## config.mk

```make
export PLATFORM = sky130hd
export DESIGN_NAME = stream_scheduler_multimode_unit
export DESIGN_NICKNAME = d
export VERILOG_FILES = /design/src/design/ssm_pkg.sv /design/src/design/ssm_ram.sv /design/src/design/ssm_pick.sv /design/src/design/stream_scheduler_multimode_unit.sv
export SDC_FILE = /design/constraint.sdc
export NUM_CORES = 1
export LEC_CHECK = 0
export ABC_AREA = 1
export BUFFER_PORTS_ARGS = -buffer_cell sky130_fd_sc_hd__clkbuf_2
export CORE_MARGIN = 2
export CORE_UTILIZATION = 60
export CTS_BUF_LIST = sky130_fd_sc_hd__clkbuf_4 sky130_fd_sc_hd__clkbuf_8 sky130_fd_sc_hd__clkbuf_16
export DETAILED_ROUTE_END_ITERATION = 7
export PLACE_DENSITY = 0.77
export SLEW_MARGIN = 40
export SYNTH_ARGS = -nofsm -noshare
export SYNTH_HDL_FRONTEND = slang
export SYNTH_SLANG_ARGS = --single-unit
```

## constraint.sdc

```tcl
create_clock -name i_clk -period 4.91 [get_ports i_clk]
set_input_delay 0.982 -clock i_clk [delete_from_list [all_inputs] [get_ports i_clk]]
set_output_delay 0.982 -clock i_clk [all_outputs]
set_load 0.005 [all_outputs]
```

## src/design/ssm_pkg.sv

```systemverilog
// ----------------------------------------------------------------------------
// ssm_pkg
// Shared constants, codes and record types of the multimode stream scheduler.
// ----------------------------------------------------------------------------
package ssm_pkg;

    localparam int MAX_STREAMS = 16;
    localparam int TIME_BITS   = 32;
    localparam int PRIO_BITS   = 8;
    localparam int IDX_W       = $clog2(MAX_STREAMS);
    localparam int CNT_W       = $clog2(MAX_STREAMS + 1);
    localparam int CFG_DATA_W  = 5;

    typedef enum logic [1:0] {
        OP_WRITE = 2'd0,
        OP_SCHED = 2'd1,
        OP_CHUNK = 2'd2,
        OP_NEXT  = 2'd3
    } t_op;

    typedef enum logic [1:0] {
        MODE_RR     = 2'd0,
        MODE_RR_PKT = 2'd1,
        MODE_PRIO   = 2'd2,
        MODE_FCFS   = 2'd3
    } t_mode;

    typedef enum logic {
        CFG_MODE   = 1'b0,
        CFG_ACTIVE = 1'b1
    } t_cfg_idx;

    typedef struct packed {
        logic                 has_data;
        logic                 skip;
        logic [TIME_BITS-1:0] head_time;
        logic [PRIO_BITS-1:0] prio;
    } t_rec;

    typedef struct packed {
        logic             vld;
        logic             clear;
        logic             use_rr;
        logic             use_time;
        logic [IDX_W-1:0] pos;
    } t_pick_ctl;

    typedef struct packed {
        logic             found;
        logic [IDX_W-1:0] sid;
    } t_pick_res;

endpackage

```

## src/design/ssm_ram.sv

```systemverilog
// ----------------------------------------------------------------------------
// ssm_ram
// Generic single-write, single-read RAM with registered read data.
// ----------------------------------------------------------------------------
module ssm_ram #(
    parameter int WIDTH = 8,
    parameter int DEPTH = 16
) (
    input  logic                     i_clk,
    input  logic                     i_wr_en,
    input  logic [$clog2(DEPTH)-1:0] i_wr_addr,
    input  logic [WIDTH-1:0]         i_wr_data,
    input  logic                     i_rd_en,
    input  logic [$clog2(DEPTH)-1:0] i_rd_addr,
    output logic [WIDTH-1:0]         o_rd_data
);

    logic [WIDTH-1:0] r_mem [DEPTH];
    logic [WIDTH-1:0] r_rd_data;

    always_ff @(posedge i_clk) begin
        if (i_wr_en) begin
            r_mem[i_wr_addr] <= i_wr_data;
        end
        if (i_rd_en) begin
            r_rd_data <= r_mem[i_rd_addr];
        end
    end

    assign o_rd_data = r_rd_data;

endmodule

```

## src/design/ssm_pick.sv

```systemverilog
// ----------------------------------------------------------------------------
// ssm_pick
// Candidate evaluator: folds one record per cycle into the running choice.
// ----------------------------------------------------------------------------
module ssm_pick (
    input  logic               i_clk,
    input  logic               i_rst_n,
    input  ssm_pkg::t_pick_ctl i_ctl,
    input  ssm_pkg::t_rec      i_rec,
    output ssm_pkg::t_pick_res o_res
);
    import ssm_pkg::*;

    logic                 r_found;
    logic [IDX_W-1:0]     r_sid;
    logic [TIME_BITS-1:0] r_time;
    logic [PRIO_BITS-1:0] r_prio;
    logic                 cand;
    logic                 better;
    logic                 upd;

    always_comb begin
        cand   = i_rec.has_data & ~(i_ctl.use_rr & i_rec.skip);
        better = ~r_found | (i_ctl.use_time ? (i_rec.head_time < r_time)
                                            : (i_rec.prio < r_prio));
        upd    = i_ctl.vld & cand & (i_ctl.use_rr ? ~r_found : better);
    end

    always_ff @(posedge i_clk) begin
        if (!i_rst_n || i_ctl.clear) begin
            r_found <= 1'b0;
            r_sid   <= '0;
            r_time  <= '0;
            r_prio  <= '0;
        end else if (upd) begin
            r_found <= 1'b1;
            r_sid   <= i_ctl.pos;
            r_time  <= i_rec.head_time;
            r_prio  <= i_rec.prio;
        end
    end

    assign o_res.found = r_found;
    assign o_res.sid   = r_sid;

endmodule

```

## src/design/stream_scheduler_multimode_unit.sv

```systemverilog
// ----------------------------------------------------------------------------
// stream_scheduler_multimode_unit
// Multimode outbound stream scheduler: records live in a RAM, a sequencer
// reads them back one per cycle for round robin, priority or FCFS choice.
// ----------------------------------------------------------------------------
//  channel   signals                                   transfer when
//  in        i_in_valid / o_in_stall, payload i_*      valid & !stall
//  out       o_out_valid / i_out_stall, o_found ...    valid & !stall
//  cfg       i_cfg_valid / o_cfg_ready, index, data    valid & ready
//
//  Record writes and flag events are taken while idle, with no stall. A
//  schedule request stalls the input through last-stream read, m + 1 cursor
//  steps (m in 0..15 reductions of the last stream modulo the active count),
//  decide, n record reads (endpoint + 1 for a first priority or FCFS pass),
//  drain, pick and result. Reuse decisions skip scan, drain and pick.
//  No clearing pass after reset: per-entry valid bits stand for the zero
//  records. A held result does not block the input; a new request waits only
//  at its result step.
// ----------------------------------------------------------------------------
module stream_scheduler_multimode_unit (
    input  logic                          i_clk,
    input  logic                          i_rst_n,
    input  logic                          i_in_valid,
    output logic                          o_in_stall,
    input  logic [1:0]                    i_opcode,
    input  logic [ssm_pkg::IDX_W-1:0]     i_stream_index,
    input  logic                          i_stream_has_data,
    input  logic                          i_stream_skip,
    input  logic [ssm_pkg::TIME_BITS-1:0] i_head_time,
    input  logic [ssm_pkg::PRIO_BITS-1:0] i_stream_priority,
    input  logic                          i_peek_only,
    output logic                          o_out_valid,
    input  logic                          i_out_stall,
    output logic                          o_found,
    output logic [ssm_pkg::IDX_W-1:0]     o_chosen_stream,
    input  logic                          i_cfg_valid,
    output logic                          o_cfg_ready,
    input  logic                          i_cfg_index,
    input  logic [ssm_pkg::CFG_DATA_W-1:0] i_cfg_data
);
    import ssm_pkg::*;

    typedef enum logic [2:0] {
        S_IDLE,
        S_LAST,
        S_MOD,
        S_DECIDE,
        S_SCAN,
        S_DRAIN,
        S_FIN,
        S_RESULT
    } t_state;

    t_state               r_state;
    t_mode                r_mode;
    logic [CNT_W-1:0]     r_n;
    logic [MAX_STREAMS-1:0] r_valid;
    logic [IDX_W-1:0]     r_last;
    logic                 r_next;
    logic                 r_chunk;
    logic                 r_peek;
    logic                 r_last_hd;
    logic [IDX_W-1:0]     r_endp;
    logic [IDX_W-1:0]     r_pos;
    logic [CNT_W-1:0]     r_cnt;
    logic                 r_rd_vld;
    logic [IDX_W-1:0]     r_rd_pos;
    logic                 r_use_rr;
    logic                 r_use_time;
    logic                 r_clear;
    logic                 r_res_found;
    logic [IDX_W-1:0]     r_res_sid;
    logic                 r_out_valid;
    logic                 r_out_found;
    logic [IDX_W-1:0]     r_out_sid;

    logic [IDX_W-1:0]     n_pos;
    logic                 in_xfer;
    logic                 cfg_xfer;
    logic                 idx_ok;
    t_op                  op;
    logic                 wr_en;
    logic                 rd_en;
    logic [IDX_W-1:0]     rd_addr;
    t_rec                 wr_rec;
    t_rec                 rd_rec;
    t_rec                 rec_eff;
    t_pick_ctl            pick_ctl;
    t_pick_res            pick_res;
    logic                 out_free;
    logic [CNT_W-1:0]     cfg_n;

    assign in_xfer  = i_in_valid & ~o_in_stall;
    assign cfg_xfer = i_cfg_valid & o_cfg_ready;
    assign op       = t_op'(i_opcode);
    assign idx_ok   = ({1'b0, i_stream_index} < CNT_W'(MAX_STREAMS));
    assign out_free = ~r_out_valid | ~i_out_stall;

    always_comb begin
        if ({1'b0, r_pos} + CNT_W'(1) == r_n) begin
            n_pos = '0;
        end else begin
            n_pos = r_pos + IDX_W'(1);
        end
    end

    always_comb begin
        if (i_cfg_data == '0) begin
            cfg_n = CNT_W'(1);
        end else if (i_cfg_data > CFG_DATA_W'(MAX_STREAMS)) begin
            cfg_n = CNT_W'(MAX_STREAMS);
        end else begin
            cfg_n = CNT_W'(i_cfg_data);
        end
    end

    assign wr_en = in_xfer & (op == OP_WRITE) & idx_ok;
    assign wr_rec.has_data  = i_stream_has_data;
    assign wr_rec.skip      = i_stream_skip;
    assign wr_rec.head_time = i_head_time;
    assign wr_rec.prio      = i_stream_priority;

    assign rd_en   = (in_xfer & (op == OP_SCHED)) | (r_state == S_SCAN);
    assign rd_addr = (r_state == S_SCAN) ? n_pos : r_last;

    ssm_ram #(
        .WIDTH($bits(t_rec)),
        .DEPTH(MAX_STREAMS)
    ) u_ram (
        .i_clk     (i_clk),
        .i_wr_en   (wr_en),
        .i_wr_addr (i_stream_index),
        .i_wr_data (wr_rec),
        .i_rd_en   (rd_en),
        .i_rd_addr (rd_addr),
        .o_rd_data (rd_rec)
    );

    // unwritten entries read as the zero record
    always_comb begin
        rec_eff = rd_rec;
        if (!r_valid[r_rd_pos]) begin
            rec_eff = '0;
        end
    end

    assign pick_ctl.vld      = r_rd_vld;
    assign pick_ctl.clear    = r_clear;
    assign pick_ctl.use_rr   = r_use_rr;
    assign pick_ctl.use_time = r_use_time;
    assign pick_ctl.pos      = r_rd_pos;

    ssm_pick u_pick (
        .i_clk   (i_clk),
        .i_rst_n (i_rst_n),
        .i_ctl   (pick_ctl),
        .i_rec   (rec_eff),
        .o_res   (pick_res)
    );

    always_ff @(posedge i_clk) begin
        if (!i_rst_n) begin
            r_state     <= S_IDLE;
            r_mode      <= MODE_RR;
            r_n         <= CNT_W'(MAX_STREAMS);
            r_valid     <= '0;
            r_last      <= '0;
            r_next      <= 1'b0;
            r_chunk     <= 1'b0;
            r_peek      <= 1'b0;
            r_last_hd   <= 1'b0;
            r_endp      <= '0;
            r_pos       <= '0;
            r_cnt       <= '0;
            r_rd_vld    <= 1'b0;
            r_rd_pos    <= '0;
            r_use_rr    <= 1'b0;
            r_use_time  <= 1'b0;
            r_clear     <= 1'b0;
            r_res_found <= 1'b0;
            r_res_sid   <= '0;
            r_out_valid <= 1'b0;
            r_out_found <= 1'b0;
            r_out_sid   <= '0;
        end else begin
            r_clear  <= (r_state == S_DECIDE);
            r_rd_vld <= (r_state == S_SCAN);
            r_rd_pos <= (r_state == S_SCAN) ? n_pos : r_last;

            if (cfg_xfer) begin
                unique case (t_cfg_idx'(i_cfg_index))
                    CFG_MODE:   r_mode <= t_mode'(i_cfg_data[1:0]);
                    CFG_ACTIVE: r_n    <= cfg_n;
                endcase
            end

            if (o_out_valid && !i_out_stall && r_state != S_RESULT) begin
                r_out_valid <= 1'b0;
            end

            unique case (r_state)
                S_IDLE: begin
                    if (in_xfer) begin
                        unique case (op)
                            OP_WRITE: begin
                                if (idx_ok) begin
                                    r_valid[i_stream_index] <= 1'b1;
                                end
                            end
                            OP_SCHED: begin
                                r_peek  <= i_peek_only;
                                r_endp  <= r_last;
                                r_state <= S_LAST;
                            end
                            OP_CHUNK: r_chunk <= 1'b1;
                            OP_NEXT:  r_next  <= 1'b1;
                        endcase
                    end
                end
                S_LAST: begin
                    r_last_hd <= r_valid[r_last] & rd_rec.has_data;
                    r_state   <= S_MOD;
                end
                S_MOD: begin
                    if ({1'b0, r_endp} >= r_n) begin
                        r_endp <= IDX_W'({1'b0, r_endp} - r_n);
                    end else begin
                        r_state <= S_DECIDE;
                    end
                end
                S_DECIDE: begin
                    unique case (r_mode)
                        MODE_RR: begin
                            if (!(r_chunk && r_next) && r_last_hd) begin
                                r_res_found <= 1'b1;
                                r_res_sid   <= r_last;
                                r_next      <= 1'b1;
                                if (!r_peek) begin
                                    r_chunk <= 1'b0;
                                end
                                r_state <= S_RESULT;
                            end else begin
                                r_use_rr   <= 1'b1;
                                r_use_time <= 1'b0;
                                r_pos      <= r_endp;
                                r_cnt      <= r_n;
                                r_state    <= S_SCAN;
                            end
                        end
                        MODE_RR_PKT: begin
                            if (r_next) begin
                                r_use_rr   <= 1'b1;
                                r_use_time <= 1'b0;
                                r_pos      <= r_endp;
                                r_cnt      <= r_n;
                                r_state    <= S_SCAN;
                            end else begin
                                r_res_found <= r_last_hd;
                                r_res_sid   <= r_last_hd ? r_last : '0;
                                if (r_last_hd && !r_peek) begin
                                    r_next <= 1'b0;
                                end
                                r_state <= S_RESULT;
                            end
                        end
                        MODE_PRIO, MODE_FCFS: begin
                            if (r_mode == MODE_PRIO && !r_chunk && r_next && r_last_hd) begin
                                r_res_found <= 1'b1;
                                r_res_sid   <= r_last;
                                r_state     <= S_RESULT;
                            end else begin
                                r_use_rr   <= 1'b0;
                                r_use_time <= (r_mode == MODE_FCFS);
                                if (!r_next) begin
                                    r_pos  <= IDX_W'(r_n - CNT_W'(1));
                                    r_cnt  <= CNT_W'({1'b0, r_endp} + CNT_W'(1));
                                    r_next <= 1'b1;
                                end else begin
                                    r_pos <= r_endp;
                                    r_cnt <= r_n;
                                end
                                r_state <= S_SCAN;
                            end
                        end
                    endcase
                end
                S_SCAN: begin
                    r_pos <= n_pos;
                    r_cnt <= r_cnt - CNT_W'(1);
                    if (r_cnt == CNT_W'(1)) begin
                        r_state <= S_DRAIN;
                    end
                end
                S_DRAIN: begin
                    r_state <= S_FIN;
                end
                S_FIN: begin
                    r_res_found <= pick_res.found;
                    r_res_sid   <= pick_res.sid;
                    if (pick_res.found && !r_peek) begin
                        r_last <= pick_res.sid;
                        unique case (r_mode)
                            MODE_RR:     r_chunk <= 1'b0;
                            MODE_RR_PKT: r_next  <= 1'b0;
                            MODE_PRIO:   r_chunk <= 1'b0;
                            MODE_FCFS:   ;
                        endcase
                    end
                    r_state <= S_RESULT;
                end
                S_RESULT: begin
                    if (out_free) begin
                        r_out_valid <= 1'b1;
                        r_out_found <= r_res_found;
                        r_out_sid   <= r_res_sid;
                        r_state     <= S_IDLE;
                    end
                end
                default: r_state <= S_IDLE;
            endcase
        end
    end

    assign o_in_stall      = (r_state != S_IDLE);
    assign o_out_valid     = r_out_valid;
    assign o_found         = r_out_found;
    assign o_chosen_stream = r_out_sid;
    assign o_cfg_ready     = 1'b1;

endmodule
```

==> summary.txt <==
Outcome
  • Outcome: finished clean

Finish
  • Number of nets in the finished design: a little under 3k
  • Area of the multi-input gates: around 9200 µm²
  • Fillcell total: around 4.0k
  • Most frequent cells in the layout: edfxtp_1, nor2_1, o21ai_0, nand2_1, inv_1
  • Storage cell area: 23,700 µm²
  • Share of layout cells above drive strength 1: 11.7%
  • Most common library cell in the layout ignoring fill and taps: edfxtp_1
  • Area growth from synthesis to layout: 11.4%
  • Post-route standard cell area excluding fillers: between 30,000 and 40,000 µm²

Worst setup path
  • R2r startpoint: r_rd_pos[0]
  • Endpoint type of the worst setup path: flip-flop
  • Worst path cell trace: inv_2, or2_0, nand2_1, nand3_1, nand3_1, nand2_1, inv_2, nor2_1, ha_1, a21oi_1, o21ai_0, nand3_1, nand2_1, nand2_1, a21oi_1, a2111oi_0, nand2_1, nand2_1, nand2_1, nand2_4, nand2_4, nor2_1, nor2_1
  • Worst Reg2Reg Path Length in Cells: 23
  • Startpoint type of the worst setup path: flip-flop
  • Crit. Startpoint: r_rd_pos[0]
  • CP peak stage delay: around 0.54 ns
  • Cell with the largest stage delay on the worst path: dfxtp_1
  • Register-to-Register Setup Slack: about 0.75 ns
  • Destination of the worst register-to-register timing path: u_pick.r_time[11]
  • Worst setup path endpoint: u_pick.r_time[11]
  • Kind of critical path: flip-flop to flip-flop
  • Arrival time worst endpoint: 4.66 ns
  • Critical path data required time: between 5 and 6 ns
  • Cell repeated most along the worst path: nand2_1
  • Maximum fanout along the worst path: between 70 and 80

GRT
  • Pin count of the biggest net entering global routing: approximately 110
  • Global-route wire length before repair: roughly 130 mm
  • Antenna violations before repair: 4
  • Vias in the first global route: between 20k and 25k
  • Total routing resource utilization after global routing: 28.2%
  • Total congestion overflow: 0

Power and ir drop
  • Internal Power: between 10 and 15 mW
  • Overall power consumption: 15.8 mW
  • Pleak: about 13 nW
  • Switching part of the total: 24.5%
  • Clock network power share: between 30% and 40%
  • Flop pwr share: between 50 and 60%
  • Power density over the cells: 416 nW/µm²
  • Power dissipated by switching net loads: between 3 and 4 mW
  • Logic gate share of total power: approximately a tenth
  • Highest ir drop seen on vdd: ~0.36 mV

CTS
  • Hold buffers post-CTS: 0
  • Cell chosen for the clock root: clkbuf_16
  • Clock Latency Late Sink: around 0.64 ns
  • Clock transition at the registers of the reported paths: about 0.060 ns
  • Number of gates resized after cts: 0
  • Clock buffer count from CTS: 81
  • TritonCTS clock tree: built
  • H-tree levels: 3
  • Clk buf depth: 3
  • Number of setup buffers added after CTS: 0
  • Clock sink total: 825

Placement
  • Number of buffer cells added on primary ports: between 60 and 70
  • GP Congestion: between 0.8 and 0.9
  • Area of placed instances: roughly 35,000 µm²
  • Half-perimeter wire length of the detailed placement result: 45.1 mm
  • Worst setup slack after placement: 0.565 ns

Timing
  • Worst-Margin Slew: roughly 0.85 ns
  • Final-layout setup total negative slack: 0 ns
  • Max transition margin: between 40% and 50%
  • Final number of max-transition violations: 0
  • Setup violations, final: 0
  • Tcrit/Tclk final: between 80% and 90%
  • Fmax achieved: between 200 and 250 MHz
  • Final hold vios: 0
  • Worst Clk Skew: approximately 0.024 ns
  • RSZ-0062 raised after global routing: no
  • Final critical path time including I/O delays and setup: about 4.2 ns
  • Min setup slack post-route: around 0.75 ns

Synthesis
  • Number of synthesized register bits: 825
  • Dominant cell type by area after synthesis: edfxtp_1
  • Number of enable flip-flop cells after synthesis: about 710
  • Average footprint of a synthesized cell: approximately 12 µm²
  • Area of the mapped netlist: ~34,000 µm²
  • Synthesized netlist net count: roughly 2.9k
  • Sequential-to-total area share from yosys stat: between 60 and 70%
  • Number of warning messages in the yosys log: 0
  • Main area contributors after synthesis: edfxtp_1, dfxtp_1, o21ai_0
  • Share of the synthesized area in compound gates (AO/OA/AOI/OAI): between 10 and 15%
  • Share of the synthesized netlist area taken by xor and xnor gates: less than 1%
  • Count of distinct cell types in the synthesized netlist: ~50
  • Proportion of synthesized area in mux cells: 0%
  • Simple-Gate Fraction of Synth Area: 12.0%
  • Adder-Cell Fraction of Synth Area: under 10%
  • Async SR Flop Fraction: 0%
  • Area share of the largest cell type after synthesis: 62.7%
  • Main synth FF type: edfxtp_1
  • Cell count after synthesis: roughly 2.8k
  • Combinational family with the most area after synthesis: compound AO/OA/AOI/OAI gates

Floorplan
  • Starting Density: a little over 60%
  • Overall die height: 243 µm
  • Count of standard-cell rows: 87
  • Standard cell core area: 56,400 µm²
  • Total Die Area: 58,900 µm²
  • Die Wd: 243 µm
  • Count of boundary I/O pins: 68

Detailed routing
  • DRC violations left: 0
  • Antenna Violating Nets Remaining: 0
  • Average via count per standard cell: between 6 and 7
  • Routed wire length: around 84 mm
  • DR WL/cell: ~23 µm
  • Starting DRC count in detailed routing: about 2.8k
  • Total number of vias: 22.7k
  • First-pass detailed-route iteration total: 5

Min path
  • Path type of the worst min-delay path: flip-flop to flip-flop
  • Number of cells on the worst hold path: 2

Flow run
  • Max-cap violations: 0
[critical path, delay by kind of cell, from the launching register on]
family	cells	cell delay, ns
and+or+nand+nor	16	2.00
DFF	1	0.54
AOI/OAI and AO/OA	4	0.57
adders and majority gates	1	0.33
buffers and inverters	2	0.52
[per-stage QoR]
step,hold slack (ns),utilization [%],cells
2_1_floorplan,0.440,-,2836
3_3_place_gp,0.452,62.6,3545
3_5_place_dp,0.462,62.7,3547
4_1_cts,0.476,67.5,3697
5_1_grt,0.501,67.5,3698
6_report,0.473,67.5,3701
[sequential cells by signal (all words and copies together), names as in the netlist, 2 cells and up]
| register | count |
|---|---|
| r_res_sid | 4 |
| r_cnt | 5 |
| r_valid | 16 |
| r_n | 5 |
| o_chosen_stream | 4 |
| u_pick.r_time | 32 |
| r_pos | 4 |
| r_endp | 4 |
| u_ram.r_mem | 672 |
| u_pick.r_prio | 8 |
| u_pick.r_sid | 4 |
| r_last | 4 |
| u_ram.o_rd_data | 42 |
| r_state | 3 |
| r_mode | 2 |
| r_rd_pos | 4 |
[Yosys cell counts, types with 6 or more instances]
library cell    n
nor3_1         10
a31oi_1         7
o221ai_1      137
or2_2          49
edfxtp_1      714
nand2_1       212
dfxtp_1       111
o211ai_1       58
nand4_1         7
o21ai_0       358
inv_1         170
clkbuf_2       11
a211oi_1        8
buf_2          50
nor2_1        412
nand3_1       107
or2_0          20
buf_6          10
o21ai_1        25
o22ai_1        15
or2_1         101
ha_1           47
buf_4          16
a21oi_1        62
xor2_1          6
clkbuf_1       78
[power groups by stage]
stage | Clock [mW] | Sequential, mW | Combinational, mW
CTS | 6.31 | 7.93 | 1.64
finish | 6.26 | 7.94 | 1.66
detailed placement | 0 | 8.08 | 1.63
floorplan | 0 | 8.04 | 1.17
global route | 6.59 | 7.95 | 1.86
global placement | 0 | 8.08 | 1.55
[kinds of logic after synthesis]
| kind of cell | count (synthesis) |
|---|---|
| simple gates | 927 |
| other cells | 1 |
| xor+xnor | 9 |
| fa+ha+maj | 48 |
| buf+inv | 342 |
| compound gates | 684 |
| flops | 825 |
[metal layers]
metal	share of wire (%)	vias to the layer above	global-route usage, %
met5	0.013	-	0
met4	2.7	2	9.69
met3	8.8	188	4.41
met2	48	1100	46.3
met1	40	11000	38.8
li1	-	10400	-
[worst min-delay path by stage]
stage	startpoint	endpoint	slack, ns
final	r_valid[2]	r_valid[2]	0.47
after detailed placement	r_valid[14]	r_valid[14]	0.46
after CTS	r_valid[14]	r_valid[14]	0.48
after global routing	r_valid[14]	r_valid[14]	0.50
after global placement	r_valid[9]	r_valid[9]	0.45
after floorplan	r_valid[11]	r_valid[11]	0.44
[cell type report]
cell class	count	share of cell area [%]
clock inverters	53	1.39
flip-flops and latches	825	62.2
multi-input cells	1669	24.1
repair buffers	121	2.39
inverters	176	1.77
clock buffers	97	5.69
diodes	4	0.0263
well taps	756	2.48
Note: power is estimated with default switching activity, not from simulation.
